## src/hw/rtl/stcd_pkg.sv

```systemverilog
`timescale 1ns / 1ps
// Package for the stick-to-cursor block: sequencer states, register indexes,
// reset values and fixed constants. No dependencies.
package stcd_pkg;

  localparam int MUL_W = 32;
  localparam int DIV_DW = 32;
  localparam int CFG_IDX_W = 3;
  localparam int CFG_DATA_W = 16;
  localparam int FIX_W = 16;
  localparam int GAIN_W = 6;
  localparam int K_W = 12;
  localparam int STICK_W = 16;
  localparam int DELTA_W = 12;

  localparam logic [14:0] FULL_SCALE = 15'd32767;

  localparam logic [CFG_IDX_W-1:0] CFG_RADIAL = 3'd0;
  localparam logic [CFG_IDX_W-1:0] CFG_AXIAL = 3'd1;
  localparam logic [CFG_IDX_W-1:0] CFG_OUTER = 3'd2;
  localparam logic [CFG_IDX_W-1:0] CFG_SLOPE = 3'd3;
  localparam logic [CFG_IDX_W-1:0] CFG_SENS = 3'd4;
  localparam logic [CFG_IDX_W-1:0] CFG_ACCEL = 3'd5;

  localparam logic [FIX_W-1:0] RADIAL_RST = 16'd6554;
  localparam logic [FIX_W-1:0] AXIAL_RST = 16'd0;
  localparam logic [FIX_W-1:0] OUTER_RST = 16'd1966;
  localparam logic [FIX_W-1:0] SLOPE_RST = 16'd10486;
  localparam logic [GAIN_W-1:0] SENS_RST = 6'd12;
  localparam logic [GAIN_W-1:0] ACCEL_RST = 6'd4;

  typedef enum logic [4:0] {
    ST_IDLE,
    ST_THR,
    ST_THR_SQ,
    ST_AXX,
    ST_AYY,
    ST_AXT,
    ST_CHK,
    ST_SQ_WAIT,
    ST_M_START,
    ST_M_WAIT,
    ST_R_START,
    ST_R_WAIT,
    ST_P_INIT,
    ST_P_MUL,
    ST_P_ACC,
    ST_CV_1,
    ST_CV_2,
    ST_CV_3,
    ST_K,
    ST_D_START,
    ST_D_WAIT,
    ST_S_1,
    ST_S_2,
    ST_S_3,
    ST_ACC,
    ST_ZERO,
    ST_OUT
  } state_t;

endpackage

```

## src/hw/rtl/stcd_mul.sv

```systemverilog
`timescale 1ns / 1ps
// Shared 32 x 32 unsigned multiplier with a registered product.
// Depends on stcd_pkg for the operand width.
module stcd_mul (
  input  logic                           clk,
  input  logic [stcd_pkg::MUL_W-1:0]     a,
  input  logic [stcd_pkg::MUL_W-1:0]     b,
  output logic [2*stcd_pkg::MUL_W-1:0]   p_r
);

  logic [2*stcd_pkg::MUL_W-1:0] p_nxt;

  assign p_nxt = (2*stcd_pkg::MUL_W)'(a) * (2*stcd_pkg::MUL_W)'(b);

  always_ff @(posedge clk) begin
    p_r <= p_nxt;
  end

endmodule

```

## src/hw/rtl/stcd_sqrt.sv

```systemverilog
`timescale 1ns / 1ps
// Digit-by-digit integer square root of r2 * 2^32, two radicand bits a cycle.
// Has no dependencies; its widths are fixed.
module stcd_sqrt (
  input  logic        clk,
  input  logic        rst_n,
  input  logic        start,
  input  logic [31:0] r2,
  output logic        busy,
  output logic [31:0] root
);

  logic [63:0] rad_r, rad_nxt;
  logic [33:0] rem_r, rem_nxt;
  logic [31:0] root_r, root_nxt;
  logic [5:0]  cnt_r, cnt_nxt;
  logic        busy_r, busy_nxt;
  logic [33:0] sh;
  logic [33:0] trial;
  logic        ge;

  assign sh = {rem_r[31:0], rad_r[63:62]};
  assign trial = {root_r, 2'b01};
  assign ge = sh >= trial;

  always_comb begin
    rad_nxt = rad_r;
    rem_nxt = rem_r;
    root_nxt = root_r;
    cnt_nxt = cnt_r;
    busy_nxt = busy_r;
    if (start) begin
      rad_nxt = {r2, 32'd0};
      rem_nxt = '0;
      root_nxt = '0;
      cnt_nxt = 6'd32;
      busy_nxt = 1'b1;
    end else if (busy_r) begin
      rad_nxt = {rad_r[61:0], 2'b00};
      rem_nxt = ge ? (sh - trial) : sh;
      root_nxt = {root_r[30:0], ge};
      cnt_nxt = cnt_r - 6'd1;
      busy_nxt = (cnt_r != 6'd1);
    end
  end

  always_ff @(posedge clk) begin
    if (!rst_n) begin
      busy_r <= 1'b0;
      cnt_r <= '0;
    end else begin
      busy_r <= busy_nxt;
      cnt_r <= cnt_nxt;
    end
  end

  always_ff @(posedge clk) begin
    rad_r <= rad_nxt;
    rem_r <= rem_nxt;
    root_r <= root_nxt;
  end

  assign busy = busy_r;
  assign root = root_r;

endmodule

```

## src/hw/rtl/stcd_div.sv

```systemverilog
`timescale 1ns / 1ps
// Shared restoring divider, one quotient bit per cycle.
// Depends on stcd_pkg for the divisor width.
module stcd_div #(
  parameter int NW = 48
) (
  input  logic                        clk,
  input  logic                        rst_n,
  input  logic                        start,
  input  logic [NW-1:0]               num,
  input  logic [stcd_pkg::DIV_DW-1:0] den,
  output logic                        busy,
  output logic [NW-1:0]               quot
);

  localparam int DW = stcd_pkg::DIV_DW;
  localparam int CW = $clog2(NW + 1);

  logic [NW-1:0] q_r, q_nxt;
  logic [DW-1:0] rem_r, rem_nxt;
  logic [DW-1:0] den_r, den_nxt;
  logic [CW-1:0] cnt_r, cnt_nxt;
  logic          busy_r, busy_nxt;
  logic [DW:0]   sh;
  logic          ge;

  assign sh = {rem_r, q_r[NW-1]};
  assign ge = sh >= {1'b0, den_r};

  always_comb begin
    q_nxt = q_r;
    rem_nxt = rem_r;
    den_nxt = den_r;
    cnt_nxt = cnt_r;
    busy_nxt = busy_r;
    if (start) begin
      q_nxt = num;
      rem_nxt = '0;
      den_nxt = den;
      cnt_nxt = CW'(NW);
      busy_nxt = 1'b1;
    end else if (busy_r) begin
      q_nxt = {q_r[NW-2:0], ge};
      rem_nxt = ge ? DW'(sh - {1'b0, den_r}) : DW'(sh);
      cnt_nxt = cnt_r - CW'(1);
      busy_nxt = (cnt_r != CW'(1));
    end
  end

  always_ff @(posedge clk) begin
    if (!rst_n) begin
      busy_r <= 1'b0;
      cnt_r <= '0;
    end else begin
      busy_r <= busy_nxt;
      cnt_r <= cnt_nxt;
    end
  end

  always_ff @(posedge clk) begin
    q_r <= q_nxt;
    rem_r <= rem_nxt;
    den_r <= den_nxt;
  end

  assign busy = busy_r;
  assign quot = q_r;

endmodule

```

## src/hw/rtl/stick_to_cursor_delta.sv

```systemverilog
`timescale 1ns / 1ps
// Stick-to-cursor step: radial and axial deadzones, response curve and fraction
// accumulators. Uses stcd_pkg, stcd_mul, stcd_sqrt and stcd_div.
// A moving sample takes three divider passes and the 32-step square root; one
// pass less at the deadzone edge, and neither in a deadzone. One transaction at a
// time, the next is taken after the result leaves. Reset restores all defaults.
module stick_to_cursor_delta #(
  parameter int FRAC_BITS = 16
) (
  input  logic                                  clk,
  input  logic                                  rst_n,
  input  logic                                  in_valid,
  output logic                                  in_stall,
  input  logic signed [stcd_pkg::STICK_W-1:0]   in_stick_x,
  input  logic signed [stcd_pkg::STICK_W-1:0]   in_stick_y,
  output logic                                  out_valid,
  input  logic                                  out_stall,
  output logic signed [stcd_pkg::DELTA_W-1:0]   out_delta_x,
  output logic signed [stcd_pkg::DELTA_W-1:0]   out_delta_y,
  input  logic                                  cfg_we,
  input  logic [stcd_pkg::CFG_IDX_W-1:0]        cfg_index,
  input  logic [stcd_pkg::CFG_DATA_W-1:0]       cfg_data
);

  localparam int F = FRAC_BITS;
  localparam int NW = F + 32;
  localparam int TW = F + 16;
  localparam int MW = stcd_pkg::MUL_W;
  localparam int SW = F + 11;
  localparam int SUMW = F + 13;
  localparam int DW = stcd_pkg::DELTA_W;
  localparam logic [F:0] ONE = (F+1)'(1) << F;
  localparam int SPAN_EPS = ((1 << F) + 999999) / 1000000;

  stcd_pkg::state_t state_r, state_nxt;

  logic [stcd_pkg::FIX_W-1:0]  radial_r, axial_r, outer_r, slope_r;
  logic [stcd_pkg::GAIN_W-1:0] sens_r, accel_r;

  logic [15:0]          ax_r, ay_r;
  logic                 neg_r [2];
  logic [61:0]          thr_r;
  logic [31:0]          axx_r, ayy_r;
  logic [31:0]          root_r;
  logic [TW-1:0]        fold_r;
  logic [F:0]           m_r;
  logic [F:0]           r_r;
  logic [F:0]           pw_r;
  logic [1:0]           pcnt_r;
  logic [2*MW-1:0]      sr_r;
  logic [F:0]           curve_r;
  logic [stcd_pkg::K_W-1:0] k_r;
  logic [F:0]           dir_r;
  logic                 axis_r;
  logic [SW-1:0]        step_r [2];
  logic signed [F:0]    acc_r [2];
  logic signed [DW-1:0] dx_r, dy_r;

  logic [MW-1:0]        mul_a, mul_b;
  logic [2*MW-1:0]      mul_p;
  logic                 sq_start, sq_busy;
  logic [31:0]          sq_root;
  logic                 div_start, div_busy;
  logic [NW-1:0]        div_num, div_quot;
  logic [31:0]          div_den;

  logic [15:0]          in_ax, in_ay;
  logic                 radial_in;
  logic                 zx, zy;
  logic [31:0]          r2_eff;
  logic [F+15:0]        dz_ext, outer_ext, slope_ext;
  logic [F-1:0]         dz_q, outer_q, slope_q;
  logic signed [F+1:0]  span_s;
  logic [F:0]           span;
  logic [15:0]          dir_src;
  logic [F+31:0]        root_ext;
  logic                 fold_more;

  logic signed [SUMW-1:0] sum_c [2];
  logic [SUMW-1:0]        mag_c [2];
  logic [DW-1:0]          whole_c [2];
  logic [F-1:0]           rem_c [2];
  logic signed [F:0]      acc_c [2];

  stcd_mul u_mul (
    .clk (clk),
    .a   (mul_a),
    .b   (mul_b),
    .p_r (mul_p)
  );

  stcd_sqrt u_sqrt (
    .clk   (clk),
    .rst_n (rst_n),
    .start (sq_start),
    .r2    (r2_eff),
    .busy  (sq_busy),
    .root  (sq_root)
  );

  stcd_div #(.NW(NW)) u_div (
    .clk   (clk),
    .rst_n (rst_n),
    .start (div_start),
    .num   (div_num),
    .den   (div_den),
    .busy  (div_busy),
    .quot  (div_quot)
  );

  assign in_ax = 16'(~in_stick_x + 16'sd1);
  assign in_ay = 16'(~in_stick_y + 16'sd1);

  assign dz_ext = {radial_r, {F{1'b0}}};
  assign outer_ext = {outer_r, {F{1'b0}}};
  assign slope_ext = {slope_r, {F{1'b0}}};
  assign dz_q = dz_ext[F+15:16];
  assign outer_q = outer_ext[F+15:16];
  assign slope_q = slope_ext[F+15:16];
  assign span_s = $signed((F+2)'(ONE)) - $signed((F+2)'(outer_q)) - $signed((F+2)'(dz_q));
  assign span = (span_s < $signed((F+2)'(SPAN_EPS))) ? ONE : (F+1)'(span_s);

  assign radial_in = {(axx_r + ayy_r), 32'd0} < {2'b00, thr_r};
  assign zx = {ax_r, 16'd0} < mul_p[31:0];
  assign zy = {ay_r, 16'd0} < mul_p[31:0];
  assign r2_eff = (zx ? 32'd0 : axx_r) + (zy ? 32'd0 : ayy_r);
  assign dir_src = axis_r ? ay_r : ax_r;

  // The magnitude divides by 2^15 - 1 by folding the high part onto the low part.
  assign root_ext = {root_r, {F{1'b0}}};
  assign fold_more = fold_r >= TW'(stcd_pkg::FULL_SCALE);

  always_comb begin
    for (int i = 0; i < 2; i++) begin
      sum_c[i] = neg_r[i] ? (SUMW'(acc_r[i]) - $signed(SUMW'(step_r[i])))
                          : (SUMW'(acc_r[i]) + $signed(SUMW'(step_r[i])));
      mag_c[i] = sum_c[i][SUMW-1] ? SUMW'(-sum_c[i]) : SUMW'(sum_c[i]);
      whole_c[i] = mag_c[i][F+11:F];
      rem_c[i] = mag_c[i][F-1:0];
      acc_c[i] = sum_c[i][SUMW-1] ? ((F+1)'(0) - (F+1)'(rem_c[i])) : (F+1)'(rem_c[i]);
    end
  end

  always_comb begin
    state_nxt = state_r;
    unique case (state_r)
      stcd_pkg::ST_IDLE:    if (in_valid) state_nxt = stcd_pkg::ST_THR;
      stcd_pkg::ST_THR:     state_nxt = stcd_pkg::ST_THR_SQ;
      stcd_pkg::ST_THR_SQ:  state_nxt = stcd_pkg::ST_AXX;
      stcd_pkg::ST_AXX:     state_nxt = stcd_pkg::ST_AYY;
      stcd_pkg::ST_AYY:     state_nxt = stcd_pkg::ST_AXT;
      stcd_pkg::ST_AXT:     state_nxt = stcd_pkg::ST_CHK;
      stcd_pkg::ST_CHK: begin
        if (radial_in || (r2_eff == 32'd0)) state_nxt = stcd_pkg::ST_ZERO;
        else state_nxt = stcd_pkg::ST_SQ_WAIT;
      end
      stcd_pkg::ST_SQ_WAIT: if (!sq_busy) state_nxt = stcd_pkg::ST_M_START;
      stcd_pkg::ST_M_START: state_nxt = stcd_pkg::ST_M_WAIT;
      stcd_pkg::ST_M_WAIT:  if (!fold_more) state_nxt = stcd_pkg::ST_R_START;
      stcd_pkg::ST_R_START: begin
        if (m_r <= (F+1)'(dz_q)) state_nxt = stcd_pkg::ST_P_INIT;
        else state_nxt = stcd_pkg::ST_R_WAIT;
      end
      stcd_pkg::ST_R_WAIT:  if (!div_busy) state_nxt = stcd_pkg::ST_P_INIT;
      stcd_pkg::ST_P_INIT:  state_nxt = stcd_pkg::ST_P_MUL;
      stcd_pkg::ST_P_MUL:   state_nxt = stcd_pkg::ST_P_ACC;
      stcd_pkg::ST_P_ACC: begin
        if (pcnt_r == 2'd3) state_nxt = stcd_pkg::ST_CV_1;
        else state_nxt = stcd_pkg::ST_P_MUL;
      end
      stcd_pkg::ST_CV_1:    state_nxt = stcd_pkg::ST_CV_2;
      stcd_pkg::ST_CV_2:    state_nxt = stcd_pkg::ST_CV_3;
      stcd_pkg::ST_CV_3:    state_nxt = stcd_pkg::ST_K;
      stcd_pkg::ST_K:       state_nxt = stcd_pkg::ST_D_START;
      stcd_pkg::ST_D_START: state_nxt = stcd_pkg::ST_D_WAIT;
      stcd_pkg::ST_D_WAIT:  if (!div_busy) state_nxt = stcd_pkg::ST_S_1;
      stcd_pkg::ST_S_1:     state_nxt = stcd_pkg::ST_S_2;
      stcd_pkg::ST_S_2:     state_nxt = stcd_pkg::ST_S_3;
      stcd_pkg::ST_S_3: begin
        if (axis_r) state_nxt = stcd_pkg::ST_ACC;
        else state_nxt = stcd_pkg::ST_D_START;
      end
      stcd_pkg::ST_ACC:     state_nxt = stcd_pkg::ST_OUT;
      stcd_pkg::ST_ZERO:    state_nxt = stcd_pkg::ST_OUT;
      stcd_pkg::ST_OUT:     if (!out_stall) state_nxt = stcd_pkg::ST_IDLE;
      default:              state_nxt = stcd_pkg::ST_IDLE;
    endcase
  end

  always_comb begin
    mul_a = '0;
    mul_b = '0;
    sq_start = 1'b0;
    div_start = 1'b0;
    div_num = '0;
    div_den = '0;
    unique case (state_r)
      stcd_pkg::ST_THR: begin
        mul_a = MW'(radial_r);
        mul_b = MW'(stcd_pkg::FULL_SCALE);
      end
      stcd_pkg::ST_THR_SQ: begin
        mul_a = mul_p[MW-1:0];
        mul_b = mul_p[MW-1:0];
      end
      stcd_pkg::ST_AXX: begin
        mul_a = MW'(ax_r);
        mul_b = MW'(ax_r);
      end
      stcd_pkg::ST_AYY: begin
        mul_a = MW'(ay_r);
        mul_b = MW'(ay_r);
      end
      stcd_pkg::ST_AXT: begin
        mul_a = MW'(axial_r);
        mul_b = MW'(stcd_pkg::FULL_SCALE);
      end
      stcd_pkg::ST_CHK: sq_start = !(radial_in || (r2_eff == 32'd0));
      stcd_pkg::ST_R_START: begin
        div_start = !(m_r <= (F+1)'(dz_q));
        div_num = NW'(m_r - (F+1)'(dz_q)) << F;
        div_den = 32'(span);
      end
      stcd_pkg::ST_P_MUL: begin
        mul_a = MW'(pw_r);
        mul_b = MW'(r_r);
      end
      stcd_pkg::ST_CV_1: begin
        mul_a = MW'(slope_q);
        mul_b = MW'(r_r);
      end
      stcd_pkg::ST_CV_2: begin
        mul_a = MW'(ONE - (F+1)'(slope_q));
        mul_b = MW'(pw_r);
      end
      stcd_pkg::ST_CV_3: begin
        mul_a = MW'(sens_r);
        mul_b = MW'(accel_r);
      end
      stcd_pkg::ST_D_START: begin
        div_start = 1'b1;
        div_num = NW'(dir_src) << (F + 16);
        div_den = root_r;
      end
      stcd_pkg::ST_S_1: begin
        mul_a = MW'(curve_r);
        mul_b = MW'(dir_r);
      end
      stcd_pkg::ST_S_2: begin
        mul_a = MW'(mul_p[2*F:F]);
        mul_b = MW'(k_r);
      end
      default: begin
        mul_a = '0;
      end
    endcase
  end

  assign in_stall = (state_r != stcd_pkg::ST_IDLE);
  assign out_valid = (state_r == stcd_pkg::ST_OUT);
  assign out_delta_x = dx_r;
  assign out_delta_y = dy_r;

  always_ff @(posedge clk) begin
    if (!rst_n) begin
      state_r <= stcd_pkg::ST_IDLE;
      radial_r <= stcd_pkg::RADIAL_RST;
      axial_r <= stcd_pkg::AXIAL_RST;
      outer_r <= stcd_pkg::OUTER_RST;
      slope_r <= stcd_pkg::SLOPE_RST;
      sens_r <= stcd_pkg::SENS_RST;
      accel_r <= stcd_pkg::ACCEL_RST;
      acc_r[0] <= '0;
      acc_r[1] <= '0;
    end else begin
      state_r <= state_nxt;
      if (cfg_we) begin
        unique case (cfg_index)
          stcd_pkg::CFG_RADIAL: radial_r <= cfg_data;
          stcd_pkg::CFG_AXIAL:  axial_r <= cfg_data;
          stcd_pkg::CFG_OUTER:  outer_r <= cfg_data;
          stcd_pkg::CFG_SLOPE:  slope_r <= cfg_data;
          stcd_pkg::CFG_SENS:   sens_r <= cfg_data[stcd_pkg::GAIN_W-1:0];
          stcd_pkg::CFG_ACCEL:  accel_r <= cfg_data[stcd_pkg::GAIN_W-1:0];
          default:              sens_r <= sens_r;
        endcase
      end
      if (state_r == stcd_pkg::ST_ACC) begin
        acc_r[0] <= acc_c[0];
        acc_r[1] <= acc_c[1];
      end
    end
  end

  always_ff @(posedge clk) begin
    unique case (state_r)
      stcd_pkg::ST_IDLE: begin
        ax_r <= in_stick_x[15] ? in_ax : 16'(in_stick_x);
        ay_r <= in_stick_y[15] ? in_ay : 16'(in_stick_y);
        neg_r[0] <= in_stick_x[15];
        neg_r[1] <= in_stick_y[15];
        axis_r <= 1'b0;
      end
      stcd_pkg::ST_AXX: thr_r <= mul_p[61:0];
      stcd_pkg::ST_AYY: axx_r <= mul_p[31:0];
      stcd_pkg::ST_AXT: ayy_r <= mul_p[31:0];
      stcd_pkg::ST_CHK: begin
        if (zx) ax_r <= '0;
        if (zy) ay_r <= '0;
      end
      stcd_pkg::ST_SQ_WAIT: root_r <= sq_root;
      stcd_pkg::ST_M_START: begin
        fold_r <= root_ext[F+31:16];
        m_r <= '0;
      end
      stcd_pkg::ST_M_WAIT: begin
        if (fold_r == TW'(stcd_pkg::FULL_SCALE)) begin
          fold_r <= '0;
          m_r <= m_r + (F+1)'(1);
        end else if (fold_more) begin
          fold_r <= TW'(fold_r[TW-1:15]) + TW'(fold_r[14:0]);
          m_r <= m_r + fold_r[TW-1:15];
        end
      end
      stcd_pkg::ST_R_START: r_r <= '0;
      stcd_pkg::ST_R_WAIT: r_r <= (div_quot > NW'(ONE)) ? ONE : div_quot[F:0];
      stcd_pkg::ST_P_INIT: begin
        pw_r <= r_r;
        pcnt_r <= '0;
      end
      stcd_pkg::ST_P_ACC: begin
        pw_r <= mul_p[2*F:F];
        pcnt_r <= pcnt_r + 2'd1;
      end
      stcd_pkg::ST_CV_2: sr_r <= mul_p;
      stcd_pkg::ST_CV_3: curve_r <= (F+1)'((sr_r + mul_p) >> F);
      stcd_pkg::ST_K: k_r <= mul_p[stcd_pkg::K_W-1:0];
      stcd_pkg::ST_D_WAIT: dir_r <= div_quot[F:0];
      stcd_pkg::ST_S_3: begin
        step_r[axis_r] <= mul_p[F+11:1];
        axis_r <= 1'b1;
      end
      stcd_pkg::ST_ACC: begin
        dx_r <= sum_c[0][SUMW-1] ? (DW'(0) - whole_c[0]) : whole_c[0];
        dy_r <= sum_c[1][SUMW-1] ? whole_c[1] : (DW'(0) - whole_c[1]);
      end
      stcd_pkg::ST_ZERO: begin
        dx_r <= '0;
        dy_r <= '0;
      end
      default: begin
        sr_r <= sr_r;
      end
    endcase
  end

endmodule

```

## config.mk

```make
export PLATFORM = sky130hd
export DESIGN_NAME = stick_to_cursor_delta
export DESIGN_NICKNAME = d
export VERILOG_FILES = /design/src/hw/rtl/stcd_pkg.sv /design/src/hw/rtl/stcd_mul.sv /design/src/hw/rtl/stcd_sqrt.sv /design/src/hw/rtl/stcd_div.sv /design/src/hw/rtl/stick_to_cursor_delta.sv
export SDC_FILE = /design/constraint.sdc
export NUM_CORES = 2
export LEC_CHECK = 0
export BUFFER_PORTS_ARGS = -buffer_cell sky130_fd_sc_hd__buf_2
export CAP_MARGIN = 25
export CORE_MARGIN = 3
export CORE_UTILIZATION = 52
export DETAILED_ROUTE_END_ITERATION = 6
export PLACE_DENSITY = 0.71
export SLEW_MARGIN = 40
export SYNTH_ARGS = -nofsm -noshare
export SYNTH_HDL_FRONTEND = slang
export SYNTH_SLANG_ARGS = --single-unit
```

## constraint.sdc

```tcl
create_clock -name clk -period 13.55 [get_ports clk]
set_input_delay 0.6775 -clock clk [delete_from_list [all_inputs] [get_ports clk]]
set_output_delay 0.6775 -clock clk [all_outputs]
set_load 0.02 [all_outputs]
```

# Yosys cells after proc, flatten, opt, wreduce, memory -nomap -nowiden
# Memory sizes are Yosys's and may differ from the RTL's.
# Cells that the tools add are included.
[totals]
ff_bits = 744
latchBits = 0
ramBits = 90
romBits = 0
in_bits = 56
wordCells = 229
n_memories = 3
[mem_list]
columns = ["name", "words", "word_bits", "read_ports", "rd_clocked_by_memory_dff", "write_ports", "line_no", "rtl"]
rows = [
  ["step_r", 2, 27, 2, 0, 1, "stick_to_cursor_delta.sv:55", "logic [SW-1:0] step_r [2];"],
  ["acc_r", 2, 17, 2, 0, 2, "stick_to_cursor_delta.sv:56", "logic signed [F:0] acc_r [2];"],
  ["neg_r", 2, 1, 2, 0, 2, "stick_to_cursor_delta.sv:41", "logic neg_r [2];"],
]
[classes]
n_addsub = 27
mul = 1
n_div = 0
n_lt_le_gt_ge = 9
eq_ne = 44
shift = 0
n_mux = 72
n_bitwise = 5
n_reduce_logical = 30
[ops]
columns = ["cell", "count"]
rows = [
  ["$pmux 32 s11", 1],
  ["$pmux 32 s9", 1],
  ["$mux 32", 6],
  ["$mux 17", 8],
  ["$pmux 5 s26", 1],
  ["$mux 64", 2],
  ["$pmux 32 s2", 2],
  ["$pmux 17 s2", 3],
  ["$mux 48", 2],
  ["$pmux 48 s2", 1],
  ["$mux 16", 5],
  ["$add 32x32->32", 2],
  ["$lt 32x32->1", 2],
  ["$lt 64x62->1", 1],
  ["$pmux 16 s2", 2],
  ["$sub 32x32->32", 2],
  ["$mul 32x32->62", 1],
  ["$add 17x28->29", 2],
  ["$mux 29", 2],
  ["$sub 17x28->29", 2],
  ["$mux 28", 2],
  ["$neg 28->28", 2],
  ["$eq 5x5->1 const B", 11],
  ["$gt 48x17->1 const B", 1],
  ["52 further kinds", 124],
]

# Logic depth before layout (Yosys ltp)
[depth]
ltp_word = 8
ltp_mapped = 43

# Modules after synthesis
# A second synthesis with hierarchy kept.
[hier_totals]
hier_cells = 8954
hier_area_um2 = 85284.3
[modules_own_cells]
columns = ["mod", "instances", "cells_each", "area_each_um2", "seq_area_each_um2"]
rows = [
  ["stick_to_cursor_delta", 1, 3839, 37497.2, 15705.1],
  ["stcd_mul", 1, 3842, 35041.1, 1281.2],
  ["stcd_div", 1, 622, 6655.1, 3183.1],
  ["stcd_sqrt", 1, 651, 6090.8, 2382.3],
]

# Least setup slack after synthesis
# OpenSTA, ideal clock, no wires.
[synth_path]
kind = "reg-to-reg"
startpoint = "reg state_r[3]"
endpoint = "reg u_mul.p_r[58] (netlist bit)"
setup_ps = 72
arrival_ps = 11526
required_ps = 13478
slack_ps = 1952
path_stages_with_launch = 39
period_less_slack_ps = 11598
cell_sequence = "dfxtp_1 > clkbuf_1 > nand2b_1 > clkbuf_1 > nor2_1 > clkbuf_1 > a22oi_1 > nand2_1 > a2111oi_0 > clkbuf_1 > nor2_1 > fa_1 > inv_1 > fa_1 > inv_1 > fa_1 > inv_1 > fa_1 > [3 not listed] > fa_1 > inv_1 > fa_1 > inv_1 > ha_1 > a211oi_1 > nor2_1 > a311o_1 > or3_1 > o21a_1 > o41ai_1 > nor4bb_1 > nor3b_1 > o31a_1 > o21a_1 > a221o_1 > a21oi_1 > xnor2_1"
[synth_between]
elab_chain_len = 4
elab_cells_between_ends = 16
cone_classes = "mul (1); eq/ne (11); mux (2); reduce/logical (2)"
[synth_lines]
columns = ["item", "line_no", "rtl"]
rows = [
  ["from (decl)", "stick_to_cursor_delta.sv:35", "stcd_pkg::state_t state_r, state_nxt;"],
  ["from (signal assigned)", "stick_to_cursor_delta.sv:266", "state_r <= stcd_pkg::ST_IDLE;"],
  ["from (signal assigned)", "stick_to_cursor_delta.sv:276", "state_r <= state_nxt;"],
  ["$eq 5x4->1 (tied with other cells)", "stick_to_cursor_delta.sv:197", "unique case (state_r)"],
  ["$reduce_or 2->1 (no source line)", "--", ""],
  ["$pmux 32 s9", "stick_to_cursor_delta.sv:197", ""],
  ["$mul 32x32->62 (*)", "stcd_mul.sv:13", "assign p_nxt = (2*stcd_pkg::MUL_W)'(a) * (2*stcd_pkg::MUL_W)'(b);"],
  ["named net u_mul.p_nxt (one bit)", "stcd_mul.sv:11", "logic [2*stcd_pkg::MUL_W-1:0] p_nxt;"],
  ["to (signal assigned)", "stcd_mul.sv:16", "p_r <= p_nxt;"],
  ["to (decl)", "stcd_mul.sv:8", "output logic [2*stcd_pkg::MUL_W-1:0] p_r"],
]
# Mark *: on every way through the listed nets, which the timed path passes. The rest lies on a longest branch.
# A chain may end at the register's enable or synchronous reset.

# Worst setup path in the final report
[layout_path]
startpoint = "reg state_r[4]"
endpoint = "reg u_mul.p_r[58] (netlist bit)"
# Same word-level chain as after synthesis.

==> summary.md <==
| Metric | Value |
|---|---|
| CTS tree | `yes` |
| Critical path buffers and inverters | `9` |
| Post-route clock period utilization | `87.4%` |
| PD cells | `186 nW/µm²` |
| Die width | `between 400 and 500 µm` |
| DIE HEIGHT | `403 µm` |
| Die area | `163000 µm²` |
| Port Buffers | `81` |
| Vias in the first global route | `66600` |
| Maxcap violations | `0` |
| Number of setup buffers added after CTS | `0` |
| CP max stage delay | `0.72 ns` |
| Initial DRT Pass Iterations | `7` |
| Fin. Hold Viols | `0` |
| Post-CTS Hold Fix Bufs | `0` |
| Synth Instances | `between 8000 and 9000` |
| Worst hold stages | `3` |
| Status | `complete, but fails checks` |
| Seq cells post-synth | `834` |
| Hold EP | `axial_r[10]` |
| # fillers | `13600` |
| P_int | `between 8 and 9 mW` |
| Initial antenna violation count | `12` |
| Post-synth ARST share | `0%` |
| Slew @ Worst Pin | `0.982 ns` |
| DRT iter0 DRCs | `6130` |
| Post-synth top flop | `edfxtp_1` |
| HP Start | `cfg_data[10]` |
| Layout cells sized above 1 | `under 10%` |
| Sequential element share of the synthesized area | `27.4%` |
| Routed vias | `between 60000 and 70000` |
| CP Capture Type | `flop` |
| Crit path max fanout | `33` |
| Worst vdd ir | `0.200 mV` |
| Worst-path clk slew | `0.07 ns` |
| Synth area leaders | `fa_1 22%, edfxtp_1 21%, ha_1 9.4%` |
| Total grt overflow | `0` |
| H-tree depth | `3` |
| CP arrival | `12.46 ns` |
| Reg2Reg Setup Slack | `1.71 ns` |
| Total GRT Usage | `31.5%` |
| Wire per inst | `23.5 µm` |
| Area share of the largest cell type after synthesis | `22.1%` |
| Most frequent CP cell | `fa_1` |
| Setup TNS Final | `0 ns` |
| Switching Fraction | `48.6%` |
| Area Growth Syn to Fin | `7.82%` |
| Drc violations | `2` |
| Root buffer cell | `clkbuf_16` |
| Fin Hold WS | `0.282 ns` |
| Failing checks | `DRC` |
| Syn_nets | `10400` |
| Antenna-violating nets left | `0` |
| Core Rows | `about 150` |
| Initial Utilization | `52.4%` |
| RSZ-0062 raised after global routing | `no` |
| Routed wire length | `256000 µm` |
| CP Data Required Time | `~14 ns` |
| Max Clk Rate | `84.4 MHz` |
| Reg-to-reg startpoint | `state_r[4]` |
| Max Slew Vio Count | `0` |
| CP Launch Type | `flop` |
| Sequential share of power | `20.6%` |
| Count leader, synth | `inv_1` |
| Clock Path Buffers | `3` |
| First-pass GRT wire length | `392000 µm` |
| Setup CP Type | `reg2reg` |
| Worst R2R Path Depth | `37` |
| Cell area after synthesis | `82000 µm²` |
| Top cell type by total area after synthesis | `fa_1` |
| Yosys Warn Count | `0` |
| Largest net degree at the start of global routing | `94` |
| Switching Power | `7.98 mW` |
| Worst r2r dst | `u_mul.p_r[58]` |
| Vias per cell | `5.98` |
| Ports | `82` |
| # nets final | `10300` |
| Crit path max-delay family | `adder cells` |
| Leakage | `40.0 nW` |
| Slew headroom | `34.5%` |
| Min cycle time layout | `11.84 ns` |
| Slowest CP cell | `dfxtp_1` |
| Number of synthesized flops with an enable pin | `581` |
| Placeable core region | `157000 µm²` |
| Clk Latency, worst-skew pair | `approximately 0.7 ns` |
| Num CTS Buffers | `86` |
| Fin Clk Skew | `0.0253 ns` |
| Placer Congestion | `0.995` |
| Hold Path Class | `in2reg` |
| Post_cts resized | `0` |
| Clock sink total | `834` |
| Dpl hpwl | `about 190000 µm` |
| Avg Cell Area, Syn | `9.34 µm²` |
| Most frequent cells after synthesis | `1411 x inv_1, 905 x fa_1, 896 x nand2_1, 878 x nor2_1, 619 x ha_1` |
| Synth unique cells | `109` |
| Comb power frac | `63.9%` |
| Final Setup Violations | `0` |
| Clock power share | `15.5%` |
cells in the final DEF (no fill, tap or decap), types with 65 or more instances in the layout:
cell and n:
inv_1 1408, fa_1 905, nand2_1 896, nor2_1 863, ha_1 619, edfxtp_1 581
a21oi_1 357, xnor2_1 278, dfxtp_1 251, o21ai_0 237, buf_4 163, a21o_1 152
xor2_1 148, nor3_1 121, nand3_1 106, and2_1 103, clkbuf_16 88, nor2b_1 81
buf_2 81, nand2b_1 72, or3_1 68, mux2i_1 65
area by class of cell:
class | instances | area [µm²] | share of cell area, %
Antenna cell | 17 | 42.5 | 0.0481
Clock inverter | 48 | 676 | 0.764
Timing Repair Buffer | 251 | 1730 | 1.95
Tap cell | 2058 | 2570 | 2.91
Inverter | 1418 | 5320 | 6.02
Multi-Input combinational cell | 6173 | 53300 | 60.2
Sequential cell | 834 | 22500 | 25.5
Clock buffer | 113 | 2350 | 2.65
power by group through the flow:
stage | Clock [mW] | Combinational [mW] | Sequential (mW)
after detailed placement | 0 | 10.2 | 3.44
after CTS | 2.57 | 10.3 | 3.38
final | 2.54 | 10.5 | 3.39
after floorplan | 0 | 7.17 | 3.36
after global routing | 2.67 | 11.6 | 3.40
after global placement | 0 | 10.0 | 3.43
per-layer routing:
metal	part of all wire [%]	track usage, %	wire [µm]
met1	38	39.4	97600
met4	6.4	17.7	16500
met2	45	50.4	116000
met3	10	7.34	26200
met5	0.013	0	33
worst register-to-register path, delay by kind of cell, from the launching register on:
kind	cells	cell delay, ns
AOI/OAI and AO/OA	10	2.64
and+or+nand+nor	8	2.39
DFF	1	0.72
buffers and inverters	9	1.74
adders and majority gates	9	4.11
xor gates and xnor gates	1	0.12
how the worst max path moves through the flow:
stage,from,to,slack (ns),cells past startpoint
final,state_r[4],u_mul.p_r[58],1.71,37
after global routing,state_r[4],u_mul.p_r[58],1.27,37
after CTS,state_r[4],u_mul.p_r[58],1.87,37
after detailed placement,state_r[4],u_mul.p_r[58],1.92,37
after global placement,state_r[1],u_mul.p_r[61],2.04,33
after floorplan,state_r[3],u_mul.p_r[58],1.95,38
through the flow:
| step | area [µm²] | setup slack [ns] | power, mW | cells | utilization (%) |
|---|---|---|---|---|---|
| after floorplan | 82000 | 1.95 | 10.5 | 8784 | - |
| after global placement | 85300 | 2.04 | 13.5 | 10700 | 54.5 |
| after detailed placement | 85300 | 1.92 | 13.7 | 10700 | 54.5 |
| after CTS | 88400 | 1.87 | 16.3 | 10900 | 56.4 |
| after global routing | 88400 | 1.27 | 17.7 | 10900 | 56.5 |
| final | 88500 | 1.71 | 16.4 | 10900 | 56.5 |
registers in the layout, summed over array words and instances (netlist names), 33 cells and up:
signal and flops:
acc_r 34, sr_r 33, step_r 54, thr_r 62
u_div.quot 48, u_mul.p_r 62
cell families after synthesis:
family | after synthesis | share of synthesized area [%]
mux | 128 | 1.67
buf+inv | 1777 | 8.18
xor+xnor | 427 | 4.58
flops | 834 | 27.4
fa+ha+maj | 1524 | 31.5
simple gates | 2658 | 14.8
compound gates | 1436 | 11.8
Power figures use the tool's default switching activity.
